$ cat config.mk
export PLATFORM = sky130hd
export DESIGN_NAME = qoi_pixel_stream_decoder_top
export DESIGN_NICKNAME = d
export VERILOG_FILES = /design/src/hdl/qoi_pkg.sv /design/src/hdl/qoi_ram.sv /design/src/hdl/qoi_front.sv /design/src/hdl/qoi_back.sv /design/src/hdl/qoi_pixel_stream_decoder_top.sv
export SDC_FILE = /design/constraint.sdc
export NUM_CORES = 2
export LEC_CHECK = 0
export ABC_AREA = 1
export BUFFER_PORTS_ARGS = -buffer_cell sky130_fd_sc_hd__buf_2
export CORE_MARGIN = 5
export CORE_UTILIZATION = 63
export CTS_CLUSTER_SIZE = 10
export DETAILED_ROUTE_END_ITERATION = 10
export HOLD_SLACK_MARGIN = 0.15
export PLACE_DENSITY = 0.8
export SLEW_MARGIN = 10
export SYNTH_ARGS = -nofsm -noshare
export SYNTH_HDL_FRONTEND = slang
export SYNTH_HIERARCHICAL = 1
export SYNTH_SLANG_ARGS = --single-unit
$ cat constraint.sdc
create_clock -name clk -period 17.2 [get_ports clk]
set_clock_uncertainty 0.2 [all_clocks]
set_input_delay 3.44 -clock clk [delete_from_list [all_inputs] [get_ports clk]]
set_output_delay 3.44 -clock clk [all_outputs]
set_load 0.1 [all_outputs]
$ cat src/hdl/qoi_pkg.sv
// ============================================================================
// qoi_pkg
// Shared types, constants and helper functions of the QOI pixel stream decoder.
// ============================================================================
package qoi_pkg;

  // Pixel counts saturate at 2**COUNT_BITS.
  localparam int COUNT_BITS = 24;
  localparam int CNT_W      = COUNT_BITS + 1;
  localparam int PCOUNT_W   = 25;
  localparam int CMP_W      = (CNT_W > PCOUNT_W) ? CNT_W : PCOUNT_W;

  // Pixel index table.
  localparam int TABLE_DEPTH = 64;
  localparam int TIDX_W      = $clog2(TABLE_DEPTH);
  localparam int PIXEL_W     = 32;

  // Command queue between the front and the back.
  localparam int QUEUE_DEPTH = 2;
  localparam int QPTR_W      = $clog2(QUEUE_DEPTH);

  // Register port.
  localparam int PADDR_W   = 3;
  localparam int PDATA_W   = 32;
  localparam int REG_IDX_W = PADDR_W - 2;
  localparam logic [REG_IDX_W-1:0] REG_PIXEL_COUNT = '0;

  // Result status codes.
  localparam logic [1:0] STAT_PIXEL   = 2'd0;
  localparam logic [1:0] STAT_TRUNC   = 2'd1;
  localparam logic [1:0] STAT_OVERRUN = 2'd2;

  // Stream tags and arithmetic biases.
  localparam logic [7:0] TAG_RGB      = 8'hfe;
  localparam logic [7:0] TAG_RGBA     = 8'hff;
  localparam logic [7:0] DIFF_BIAS    = 8'd254;
  localparam logic [7:0] LUMA_RB_BIAS = 8'd216;
  localparam logic [7:0] LUMA_G_BIAS  = 8'd224;
  localparam logic [7:0] ALPHA_OPAQUE = 8'd255;

  typedef struct packed {
    logic [7:0] stream_byte;
    logic       end_of_stream;
  } in_item_t;

  typedef struct packed {
    logic [7:0] red;
    logic [7:0] green;
    logic [7:0] blue;
    logic [7:0] alpha;
    logic [1:0] status;
    logic       image_done;
    logic       burst_last;
  } out_item_t;

  typedef struct packed {
    logic [7:0] r;
    logic [7:0] g;
    logic [7:0] b;
    logic [7:0] a;
  } pixel_t;

  // Meaning of a byte when it is read as a tag.
  typedef enum logic [2:0] {
    OP_RGB,
    OP_RGBA,
    OP_INDEX,
    OP_DIFF,
    OP_LUMA,
    OP_RUN
  } op_class_t;

  typedef struct packed {
    op_class_t  op;
    logic [7:0] data;
    logic       eos;
  } cmd_t;

  typedef enum logic [3:0] {
    PH_TAG,
    PH_RGB_R,
    PH_RGB_G,
    PH_RGB_B,
    PH_RGBA_R,
    PH_RGBA_G,
    PH_RGBA_B,
    PH_RGBA_A,
    PH_LUMA
  } phase_t;

  typedef enum logic [1:0] {
    BS_CMD,
    BS_IDX,
    BS_RUN,
    BS_TRUNC
  } back_state_t;

  // Pixel count register value clipped to the supported maximum.
  function automatic logic [CNT_W-1:0] count_limit(input logic [PCOUNT_W-1:0] pc);
    logic [CMP_W-1:0] c;
    logic [CMP_W-1:0] top;
    c   = CMP_W'(pc);
    top = CMP_W'(1) << COUNT_BITS;
    return (c > top) ? CNT_W'(top) : CNT_W'(c);
  endfunction

  // Table slot: (3r + 5g + 7b + 11a) mod 64, worked in six bits.
  function automatic logic [TIDX_W-1:0] pixel_hash(input pixel_t p);
    return TIDX_W'(p.r) * TIDX_W'(3) + TIDX_W'(p.g) * TIDX_W'(5) +
           TIDX_W'(p.b) * TIDX_W'(7) + TIDX_W'(p.a) * TIDX_W'(11);
  endfunction

  function automatic op_class_t classify(input logic [7:0] b);
    op_class_t op;
    if (b == TAG_RGB) begin
      op = OP_RGB;
    end else if (b == TAG_RGBA) begin
      op = OP_RGBA;
    end else begin
      case (b[7:6])
        2'b00:   op = OP_INDEX;
        2'b01:   op = OP_DIFF;
        2'b10:   op = OP_LUMA;
        default: op = OP_RUN;
      endcase
    end
    return op;
  endfunction

endpackage

$ cat src/hdl/qoi_ram.sv
// ============================================================================
// qoi_ram
// Simple dual-port RAM with one write port and a registered read port.
// ============================================================================
module qoi_ram #(
  parameter int WIDTH = 32,
  parameter int DEPTH = 64
) (
  input  logic                     clk,
  input  logic                     we,
  input  logic [$clog2(DEPTH)-1:0] waddr,
  input  logic [WIDTH-1:0]         wdata,
  input  logic [$clog2(DEPTH)-1:0] raddr,
  output logic [WIDTH-1:0]         rdata
);

  logic [WIDTH-1:0] mem [DEPTH];
  logic [WIDTH-1:0] rdata_r;

  always_ff @(posedge clk) begin
    if (we) begin
      mem[waddr] <= wdata;
    end
    rdata_r <= mem[raddr];
  end

  assign rdata = rdata_r;

endmodule

$ cat src/hdl/qoi_front.sv
// ============================================================================
// qoi_front
// Accepts stream words, tags each byte with its op class and queues it.
// ============================================================================
module qoi_front
  import qoi_pkg::*;
(
  input  logic     clk,
  input  logic     rst_n,
  input  logic     in_valid,
  output logic     in_stall,
  input  in_item_t in_data,
  input  logic     pop,
  output logic     q_valid,
  output cmd_t     q_cmd
);

  cmd_t              qmem_r [QUEUE_DEPTH];
  logic [QPTR_W-1:0] wr_ptr_r;
  logic [QPTR_W-1:0] rd_ptr_r;
  logic [QPTR_W:0]   cnt_r;
  logic              push;
  logic              do_pop;
  cmd_t              new_cmd;

  assign in_stall = (cnt_r == (QPTR_W + 1)'(QUEUE_DEPTH));
  assign push     = in_valid && !in_stall;
  assign q_valid  = (cnt_r != '0);
  assign do_pop   = pop && q_valid;
  assign q_cmd    = qmem_r[rd_ptr_r];

  always_comb begin
    new_cmd.op   = classify(in_data.stream_byte);
    new_cmd.data = in_data.stream_byte;
    new_cmd.eos  = in_data.end_of_stream;
  end

  always_ff @(posedge clk) begin
    if (push) begin
      qmem_r[wr_ptr_r] <= new_cmd;
    end
  end

  always_ff @(posedge clk) begin
    if (!rst_n) begin
      wr_ptr_r <= '0;
      rd_ptr_r <= '0;
      cnt_r    <= '0;
    end else begin
      if (push) begin
        wr_ptr_r <= wr_ptr_r + QPTR_W'(1);
      end
      if (do_pop) begin
        rd_ptr_r <= rd_ptr_r + QPTR_W'(1);
      end
      case ({push, do_pop})
        2'b10:   cnt_r <= cnt_r + (QPTR_W + 1)'(1);
        2'b01:   cnt_r <= cnt_r - (QPTR_W + 1)'(1);
        default: cnt_r <= cnt_r;
      endcase
    end
  end

endmodule

$ cat src/hdl/qoi_back.sv
// ============================================================================
// qoi_back
// Executes queued bytes against the decoder state and drives the result register.
// ============================================================================
module qoi_back
  import qoi_pkg::*;
(
  input  logic             clk,
  input  logic             rst_n,
  input  logic [CNT_W-1:0] lim,
  input  logic             q_valid,
  input  cmd_t             q_cmd,
  output logic             pop,
  output logic             out_valid,
  input  logic             out_stall,
  output out_item_t        out_data
);

  back_state_t              state_r,    state_nxt;
  phase_t                   phase_r,    phase_nxt;
  pixel_t                   px_r,       px_nxt;
  logic [5:0]               dg_r,       dg_nxt;
  logic [CNT_W-1:0]         written_r,  written_nxt;
  logic                     closed_r,   closed_nxt;
  logic [TABLE_DEPTH-1:0]   valid_r,    valid_nxt;
  logic [TIDX_W-1:0]        idx_addr_r, idx_addr_nxt;
  logic                     eos_r,      eos_nxt;
  logic [5:0]               run_left_r, run_left_nxt;
  logic                     out_valid_r, out_valid_nxt;
  out_item_t                out_data_r,  out_data_nxt;

  logic                     out_free;
  logic                     active;
  logic [CNT_W-1:0]         written_inc;
  logic                     done_inc;
  logic [CNT_W:0]           run_end;
  pixel_t                   px_new;
  pixel_t                   ram_rd_px;
  logic                     do_push;
  logic                     do_pixel;
  logic                     final_px;
  logic                     eos_cur;
  logic                     start;
  logic                     ram_we;
  logic [TIDX_W-1:0]        ram_waddr;
  logic [TIDX_W-1:0]        ram_raddr;
  logic [PIXEL_W-1:0]       ram_rdata;
  logic [TIDX_W-1:0]        hash_new;

  qoi_ram #(
    .WIDTH (PIXEL_W),
    .DEPTH (TABLE_DEPTH)
  ) u_qoi_ram (
    .clk   (clk),
    .we    (ram_we),
    .waddr (ram_waddr),
    .wdata (px_new),
    .raddr (ram_raddr),
    .rdata (ram_rdata)
  );

  assign ram_rd_px   = ram_rdata;
  assign out_free    = !out_valid_r || !out_stall;
  assign active      = !closed_r && (written_r < lim);
  assign written_inc = written_r + CNT_W'(1);
  assign done_inc    = (written_inc >= lim);
  assign run_end     = {1'b0, written_r} + (CNT_W + 1)'(q_cmd.data[5:0]) + (CNT_W + 1)'(1);
  assign hash_new    = pixel_hash(px_new);
  assign ram_waddr   = hash_new;

  always_comb begin
    state_nxt     = state_r;
    phase_nxt     = phase_r;
    dg_nxt        = dg_r;
    written_nxt   = written_r;
    closed_nxt    = closed_r;
    valid_nxt     = valid_r;
    idx_addr_nxt  = idx_addr_r;
    eos_nxt       = eos_r;
    run_left_nxt  = run_left_r;
    out_valid_nxt = out_valid_r && out_stall;
    out_data_nxt  = out_data_r;
    px_new        = px_r;
    pop           = 1'b0;
    do_push       = 1'b0;
    do_pixel      = 1'b0;
    final_px      = 1'b0;
    eos_cur       = eos_r;
    start         = 1'b0;
    ram_we        = 1'b0;
    ram_raddr     = idx_addr_r;

    case (state_r)
      BS_CMD: begin
        if (q_valid && out_free) begin
          pop     = 1'b1;
          eos_nxt = q_cmd.eos;
          eos_cur = q_cmd.eos;
          if (active) begin
            case (phase_r)
              PH_TAG: begin
                case (q_cmd.op)
                  OP_RGB:  phase_nxt = PH_RGB_R;
                  OP_RGBA: phase_nxt = PH_RGBA_R;
                  OP_INDEX: begin
                    idx_addr_nxt = q_cmd.data[TIDX_W-1:0];
                    ram_raddr    = q_cmd.data[TIDX_W-1:0];
                    state_nxt    = BS_IDX;
                  end
                  OP_DIFF: begin
                    px_new.r = px_r.r + {6'b0, q_cmd.data[5:4]} + DIFF_BIAS;
                    px_new.g = px_r.g + {6'b0, q_cmd.data[3:2]} + DIFF_BIAS;
                    px_new.b = px_r.b + {6'b0, q_cmd.data[1:0]} + DIFF_BIAS;
                    do_push  = 1'b1;
                  end
                  OP_LUMA: begin
                    dg_nxt    = q_cmd.data[5:0];
                    phase_nxt = PH_LUMA;
                  end
                  default: begin
                    if (run_end > {1'b0, lim}) begin
                      // Run would overshoot the image: report it and close.
                      out_valid_nxt         = 1'b1;
                      out_data_nxt          = '0;
                      out_data_nxt.status   = STAT_OVERRUN;
                      out_data_nxt.burst_last = 1'b1;
                      closed_nxt            = 1'b1;
                      start                 = q_cmd.eos;
                    end else begin
                      run_left_nxt = q_cmd.data[5:0];
                      state_nxt    = BS_RUN;
                    end
                  end
                endcase
              end
              PH_RGB_R: begin
                px_new.r  = q_cmd.data;
                phase_nxt = PH_RGB_G;
              end
              PH_RGB_G: begin
                px_new.g  = q_cmd.data;
                phase_nxt = PH_RGB_B;
              end
              PH_RGB_B: begin
                px_new.b  = q_cmd.data;
                phase_nxt = PH_TAG;
                do_push   = 1'b1;
              end
              PH_RGBA_R: begin
                px_new.r  = q_cmd.data;
                phase_nxt = PH_RGBA_G;
              end
              PH_RGBA_G: begin
                px_new.g  = q_cmd.data;
                phase_nxt = PH_RGBA_B;
              end
              PH_RGBA_B: begin
                px_new.b  = q_cmd.data;
                phase_nxt = PH_RGBA_A;
              end
              PH_RGBA_A: begin
                px_new.a  = q_cmd.data;
                phase_nxt = PH_TAG;
                do_push   = 1'b1;
              end
              default: begin
                px_new.r  = px_r.r + {2'b0, dg_r} + LUMA_RB_BIAS + {4'b0, q_cmd.data[7:4]};
                px_new.g  = px_r.g + {2'b0, dg_r} + LUMA_G_BIAS;
                px_new.b  = px_r.b + {2'b0, dg_r} + LUMA_RB_BIAS + {4'b0, q_cmd.data[3:0]};
                phase_nxt = PH_TAG;
                do_push   = 1'b1;
              end
            endcase
          end
          // A closing byte that makes no pixel of its own.
          if (q_cmd.eos && !do_push && (state_nxt == BS_CMD) && !start) begin
            if (active) begin
              out_valid_nxt           = 1'b1;
              out_data_nxt            = '0;
              out_data_nxt.status     = STAT_TRUNC;
              out_data_nxt.burst_last = 1'b1;
            end
            start = 1'b1;
          end
        end
      end
      BS_IDX: begin
        if (out_free) begin
          px_new    = valid_r[idx_addr_r] ? ram_rd_px : '0;
          do_push   = 1'b1;
          state_nxt = BS_CMD;
        end
      end
      BS_RUN: begin
        if (out_free) begin
          do_pixel     = 1'b1;
          final_px     = (run_left_r == '0);
          run_left_nxt = run_left_r - 6'd1;
          if (run_left_r == '0) begin
            state_nxt = BS_CMD;
          end
        end
      end
      BS_TRUNC: begin
        if (out_free) begin
          out_valid_nxt           = 1'b1;
          out_data_nxt            = '0;
          out_data_nxt.status     = STAT_TRUNC;
          out_data_nxt.burst_last = 1'b1;
          start                   = 1'b1;
          state_nxt               = BS_CMD;
        end
      end
      default: state_nxt = BS_CMD;
    endcase

    if (do_push) begin
      ram_we                         = 1'b1;
      valid_nxt[pixel_hash(px_new)]  = 1'b1;
      do_pixel                       = 1'b1;
      final_px                       = 1'b1;
    end

    if (do_pixel) begin
      written_nxt = written_inc;
      if (done_inc) begin
        closed_nxt = 1'b1;
      end
      out_valid_nxt           = 1'b1;
      out_data_nxt.red        = px_new.r;
      out_data_nxt.green      = px_new.g;
      out_data_nxt.blue       = px_new.b;
      out_data_nxt.alpha      = px_new.a;
      out_data_nxt.status     = STAT_PIXEL;
      out_data_nxt.image_done = done_inc;
      out_data_nxt.burst_last = final_px && !(eos_cur && !done_inc);
      if (final_px && eos_cur) begin
        if (!done_inc) begin
          state_nxt = BS_TRUNC;
        end else begin
          start = 1'b1;
        end
      end
    end

    px_nxt = px_new;

    // Image boundary: restore the per-image state.
    if (start) begin
      valid_nxt   = '0;
      px_nxt      = '{r: 8'd0, g: 8'd0, b: 8'd0, a: ALPHA_OPAQUE};
      phase_nxt   = PH_TAG;
      dg_nxt      = '0;
      written_nxt = '0;
      closed_nxt  = 1'b0;
    end
  end

  always_ff @(posedge clk) begin
    if (!rst_n) begin
      state_r     <= BS_CMD;
      phase_r     <= PH_TAG;
      px_r        <= '{r: 8'd0, g: 8'd0, b: 8'd0, a: ALPHA_OPAQUE};
      dg_r        <= '0;
      written_r   <= '0;
      closed_r    <= 1'b0;
      valid_r     <= '0;
      eos_r       <= 1'b0;
      run_left_r  <= '0;
      out_valid_r <= 1'b0;
    end else begin
      state_r     <= state_nxt;
      phase_r     <= phase_nxt;
      px_r        <= px_nxt;
      dg_r        <= dg_nxt;
      written_r   <= written_nxt;
      closed_r    <= closed_nxt;
      valid_r     <= valid_nxt;
      eos_r       <= eos_nxt;
      run_left_r  <= run_left_nxt;
      out_valid_r <= out_valid_nxt;
    end
  end

  always_ff @(posedge clk) begin
    idx_addr_r <= idx_addr_nxt;
    out_data_r <= out_data_nxt;
  end

  assign out_valid = out_valid_r;
  assign out_data  = out_data_r;

  // A run only ever emits pixels into an open image.
  a_run_open: assert property (@(posedge clk) disable iff (!rst_n)
    (state_r == BS_RUN) |-> !closed_r)
    else $error("run in progress on a closed image");

  // Error results always end their byte's burst.
  a_err_last: assert property (@(posedge clk) disable iff (!rst_n)
    (out_valid_r && (out_data_r.status != STAT_PIXEL)) |-> out_data_r.burst_last)
    else $error("error result not marked as last of burst");

  // The pixel that completes the image is the last result of its byte.
  a_done_last: assert property (@(posedge clk) disable iff (!rst_n)
    (out_valid_r && out_data_r.image_done) |-> out_data_r.burst_last)
    else $error("image_done pixel followed by more results");

  // A table lookup is always started from the command state.
  a_idx_entry: assert property (@(posedge clk) disable iff (!rst_n)
    $rose(state_r == BS_IDX) |-> ($past(state_r) == BS_CMD))
    else $error("index lookup entered from an unexpected state");

endmodule

$ cat src/hdl/qoi_pixel_stream_decoder_top.sv
// ============================================================================
// qoi_pixel_stream_decoder_top
// Headerless QOI stream decoder: one encoded byte in, RGBA pixels out.
// ============================================================================
// Usage: the input channel carries one stream byte per word, with
// end_of_stream set on the final byte of an image. The result channel
// carries one pixel or one status word per word; burst_last marks the last
// word caused by a given input byte, and image_done the pixel that reaches
// pixel_count. The register port holds pixel_count at byte address 0. The
// user must write it only while the decoder is idle; nothing enforces it.
// Execution: a byte lands in a two-entry command queue; the execute stage
// takes it from the queue head and loads the output register. An index
// byte also passes through the lookup state, as the table is a RAM with a
// registered read, and a run byte through the run state, which emits the
// repeated pixels in turn; no new byte is popped meanwhile. A closing byte
// that leaves a pixel in a short image passes through the truncation state
// for its truncation word; a closing byte with no pixel of its own carries
// that word from the command state.
// Reset clears the pixel state, the counters and the table's valid bits at
// once, so the table needs no clearing pass; the same happens at every
// end_of_stream. When the receiver stalls, the output word holds, execution
// pauses, and in_stall rises once the command queue is full.
// ============================================================================
module qoi_pixel_stream_decoder_top
  import qoi_pkg::*;
(
  input  logic               clk,
  input  logic               rst_n,
  // Stream input.
  input  logic               in_valid,
  output logic               in_stall,
  input  in_item_t           in_data,
  // Decoded output.
  output logic               out_valid,
  input  logic               out_stall,
  output out_item_t          out_data,
  // Register port.
  input  logic               psel,
  input  logic               penable,
  input  logic               pwrite,
  input  logic [PADDR_W-1:0] paddr,
  input  logic [PDATA_W-1:0] pwdata,
  output logic [PDATA_W-1:0] prdata,
  output logic               pready
);

  logic [PCOUNT_W-1:0] pixel_count_r;
  logic [CNT_W-1:0]    lim_r;
  logic                reg_sel;
  logic                q_valid;
  cmd_t                q_cmd;
  logic                pop;

  // Register decode: the word address picks the register.
  assign reg_sel = (paddr[PADDR_W-1:2] == REG_PIXEL_COUNT);
  assign pready  = 1'b1;
  assign prdata  = reg_sel ? PDATA_W'(pixel_count_r) : '0;

  always_ff @(posedge clk) begin
    if (!rst_n) begin
      pixel_count_r <= PCOUNT_W'(1);
      lim_r         <= count_limit(PCOUNT_W'(1));
    end else begin
      if (psel && penable && pwrite && pready && reg_sel) begin
        pixel_count_r <= pwdata[PCOUNT_W-1:0];
      end
      // The clipped count is registered; it settles while the block is idle.
      lim_r <= count_limit(pixel_count_r);
    end
  end

  // Front: accepts bytes, classifies the tag and queues the command.
  qoi_front u_qoi_front (
    .clk      (clk),
    .rst_n    (rst_n),
    .in_valid (in_valid),
    .in_stall (in_stall),
    .in_data  (in_data),
    .pop      (pop),
    .q_valid  (q_valid),
    .q_cmd    (q_cmd)
  );

  // Back: runs the decoder state machine and owns the index table.
  qoi_back u_qoi_back (
    .clk       (clk),
    .rst_n     (rst_n),
    .lim       (lim_r),
    .q_valid   (q_valid),
    .q_cmd     (q_cmd),
    .pop       (pop),
    .out_valid (out_valid),
    .out_stall (out_stall),
    .out_data  (out_data)
  );

endmodule

==> impl_metrics.tcl <==
set metrics [dict create \
    nNetsFinal 9636 \
    setup-tns-final_ps 0 \
    synthTopCellsByCount "2720 x nand2_1, 2106 x edfxtp_1, 2105 x nand3_1" \
    synth_area_mm2 0.102 \
    ys_warn_count 6 \
    yosys_register_bits 2343 \
    place.gp.congestion 0.942 \
    hold_class "flop to flop" \
    crit_slowest_cell "nor2_4" \
    cp.arrival_ps 14130 \
    overflow 0 \
    cts_buffers 287 \
    worst_pin_slew_ps 1300 \
    crit_fanout 67 \
    grtUsageTotal_pct 32.8 \
    status "finished clean" \
    synth_edf_count 2106 \
    synth_area_leaders "edfxtp_1 62%, nand3_1 10%, nand2_1 10%, dfxtp_1 4.7%, ha_1 2.1%" \
    root_buffer "clkbuf_16" \
    cts.reportedPaths.clkPinSlew_ps 50 \
    start_kind "primary input" \
    via_count 74037 \
    via_per_inst 6.37 \
    async_flop_share_pct 0 \
    nFillCells 10773 \
    dp_hpwl_mm 153 \
    grt_setup_unrepaired "false" \
    clock-sinks 2343 \
    yosys.area.top_type "edfxtp_1" \
    htree_levels 5 \
    synth_area_per_cell_um2 10.8 \
    antenna_found_initial 5 \
    maxCapViolations 0 \
    drtIter0Drc 10913 \
    ff2ff_setup_slack_ps 4910 \
    fin_crit_ps 13840 \
    cts_resized 0 \
    ys_types 60 \
    grt_max_degree 207 \
    cts_hold_buf 0 \
    start_util_pct 63.4 \
    crit_path_end_kind "flop" \
    die_x_um 412 \
    post_cts_buffers 0 \
    clk_latency_ps 940 \
    crit_required_ps 17490 \
    port_buffers 104 \
    yosys.cell_count.top_type "nand2_1" \
    drtPass1Iterations 10 \
    pin_count 122 \
    first_global_vias 71477 \
    hold_viol 0 \
    crit_top_cell "fa_1" \
    clk_path_buf_depth 4 \
    die-height_um 412 \
    synth_top_area_share_pct 62.1 \
    ys_seq_area_share_pct 66.8 \
    area_growth_pct 9.58 \
    setup_viol 0 \
    fmax_ghz 0.0723 \
    num_rows 147 \
    final_max_slew_viol_count 0 \
    route.detailed.drc 0 \
    layout-drive-gt1-share_pct 7.59 \
    synthFlopType "edfxtp_1" \
    coreArea_mm2 0.161 \
    antenna_left 0 \
    slowest_delay_ps 1220 \
    wire_per_inst_um 24.4 \
    crit_type "primary input to flop" \
    cts_tree "built" \
    syn_inst 9406 \
    period_share_pct 80.5 \
    routed_wl_mm 284 \
    crit_family "adder cells" \
    worst-path-buf-inv 7 \
    dieArea_mm2 0.170 \
    slew_headroom_pct 12.8 \
    grt_pass1_wl_mm 423 \
]
## cells by family after synthesis
group / Yosys count / share of synthesized area (%)
other cells: 2 / 0.00738
mux: 12 / 0.133
fa+ha+maj: 209 / 2.85
xor+xnor: 69 / 0.594
simple gates: 5285 / 22.5
compound gates: 495 / 2.66
flops: 2343 / 66.8
buf+inv: 991 / 4.42
## tightest hold or removal path: cells and delay by family, from the launching register on
kind	cells	cell delay, ps
AO/OA/AOI/OAI	1	50
buffers and inverters	1	50
flip-flops	1	300
## sequential cells by signal, indices dropped and copies added, names as in the netlist, named ones only
| register | count |
|---|---|
| lim_r | 25 |
| pixel_count_r | 25 |
| u_qoi_back/closed_r | 1 |
| u_qoi_back/dg_r | 6 |
| u_qoi_back/eos_r | 1 |
| u_qoi_back/idx_addr_r | 6 |
| u_qoi_back/out_data | 36 |
| u_qoi_back/out_valid | 1 |
| u_qoi_back/phase_r | 4 |
| u_qoi_back/px_r | 32 |
| u_qoi_back/run_left_r | 6 |
| u_qoi_back/state_r | 2 |
| u_qoi_back/u_qoi_ram/mem | 2048 |
| u_qoi_back/u_qoi_ram/rdata | 32 |
| u_qoi_back/valid_r | 64 |
| u_qoi_back/written_r | 25 |
| u_qoi_front/cnt_r | 2 |
| u_qoi_front/qmem_r | 24 |
| u_qoi_front/rd_ptr_r | 1 |
| u_qoi_front/wr_ptr_r | 1 |
## cell usage in the layout (no fill, tap or decap), drive strengths merged, types with 4 or more instances in the layout
cell type,netlist,layout
nand2,2741,2741
nand3,2111,2111
edfxtp,2106,2106
inv,425,431
clkbuf,144,354
nor2,309,309
dfxtp,237,237
buf,416,235
a21oi,230,230
o21ai,176,176
ha,171,171
nand4,60,60
xor2,54,54
fa,38,38
nor3,38,38
o211ai,32,32
xnor2,15,15
nor4,13,13
mux2,12,12
o22ai,11,11
clkinv,6,11
a31oi,9,9
conb,2,8
o221ai,6,6
nand3b,6,6
diode,0,5
a221oi,5,5
o21a,4,4
a211oi,4,4
a22oi,4,4
## per-layer routing
metal | global-route usage [%] | wire, um | vias up
met2 | 50.8 | 130000 | 5266
met3 | 8.09 | 36900 | 844
met5 | 0 | 37 | -
li1 | - | - | 32611
met1 | 44.2 | 103000 | 35310
met4 | 15.7 | 14600 | 6
## cell type report
| cell class | instances | area, um2 | share of cell area [%] |
|---|---|---|---|
| timing repair buffer | 235 | 1610 | 1.44 |
| tap | 2160 | 2700 | 2.42 |
| clock inverter | 13 | 111 | 0.0998 |
| antenna | 5 | 12.5 | 0.0112 |
| sequential | 2343 | 68000 | 60.9 |
| multi-input combinational | 6078 | 29900 | 26.8 |
| clock buffer | 354 | 7560 | 6.78 |
| inverter | 431 | 1680 | 1.51 |
## final timing paths
check / endpoint / from / cells past startpoint
setup / recovery: u_qoi_back/u_qoi_ram/mem[33][21] / out_stall / 25
hold / removal: u_qoi_back/valid_r[63] / u_qoi_back/valid_r[63] / 2
setup reg to reg: u_qoi_back/u_qoi_ram/mem[33][21] / flop / 27
hold reg to reg: u_qoi_back/valid_r[63] / u_qoi_back/valid_r[63] / 2
## stage by stage
step	cell area [um2]	setup WS [ps]	std cells	utilization, %	hold WS, ps
finish	112000	3360	11619	69.5	247
detailed placement	104000	2760	11246	64.7	240
CTS	112000	3650	11613	69.5	248
floorplan	102000	3910	9412	-	229
global placement	104000	3040	11246	64.7	236
global route	112000	3020	11614	69.5	270
Power is left out: the tool's default activity adds up to more than one toggle a clock period on the data nets, which glitch-free logic cannot reach.
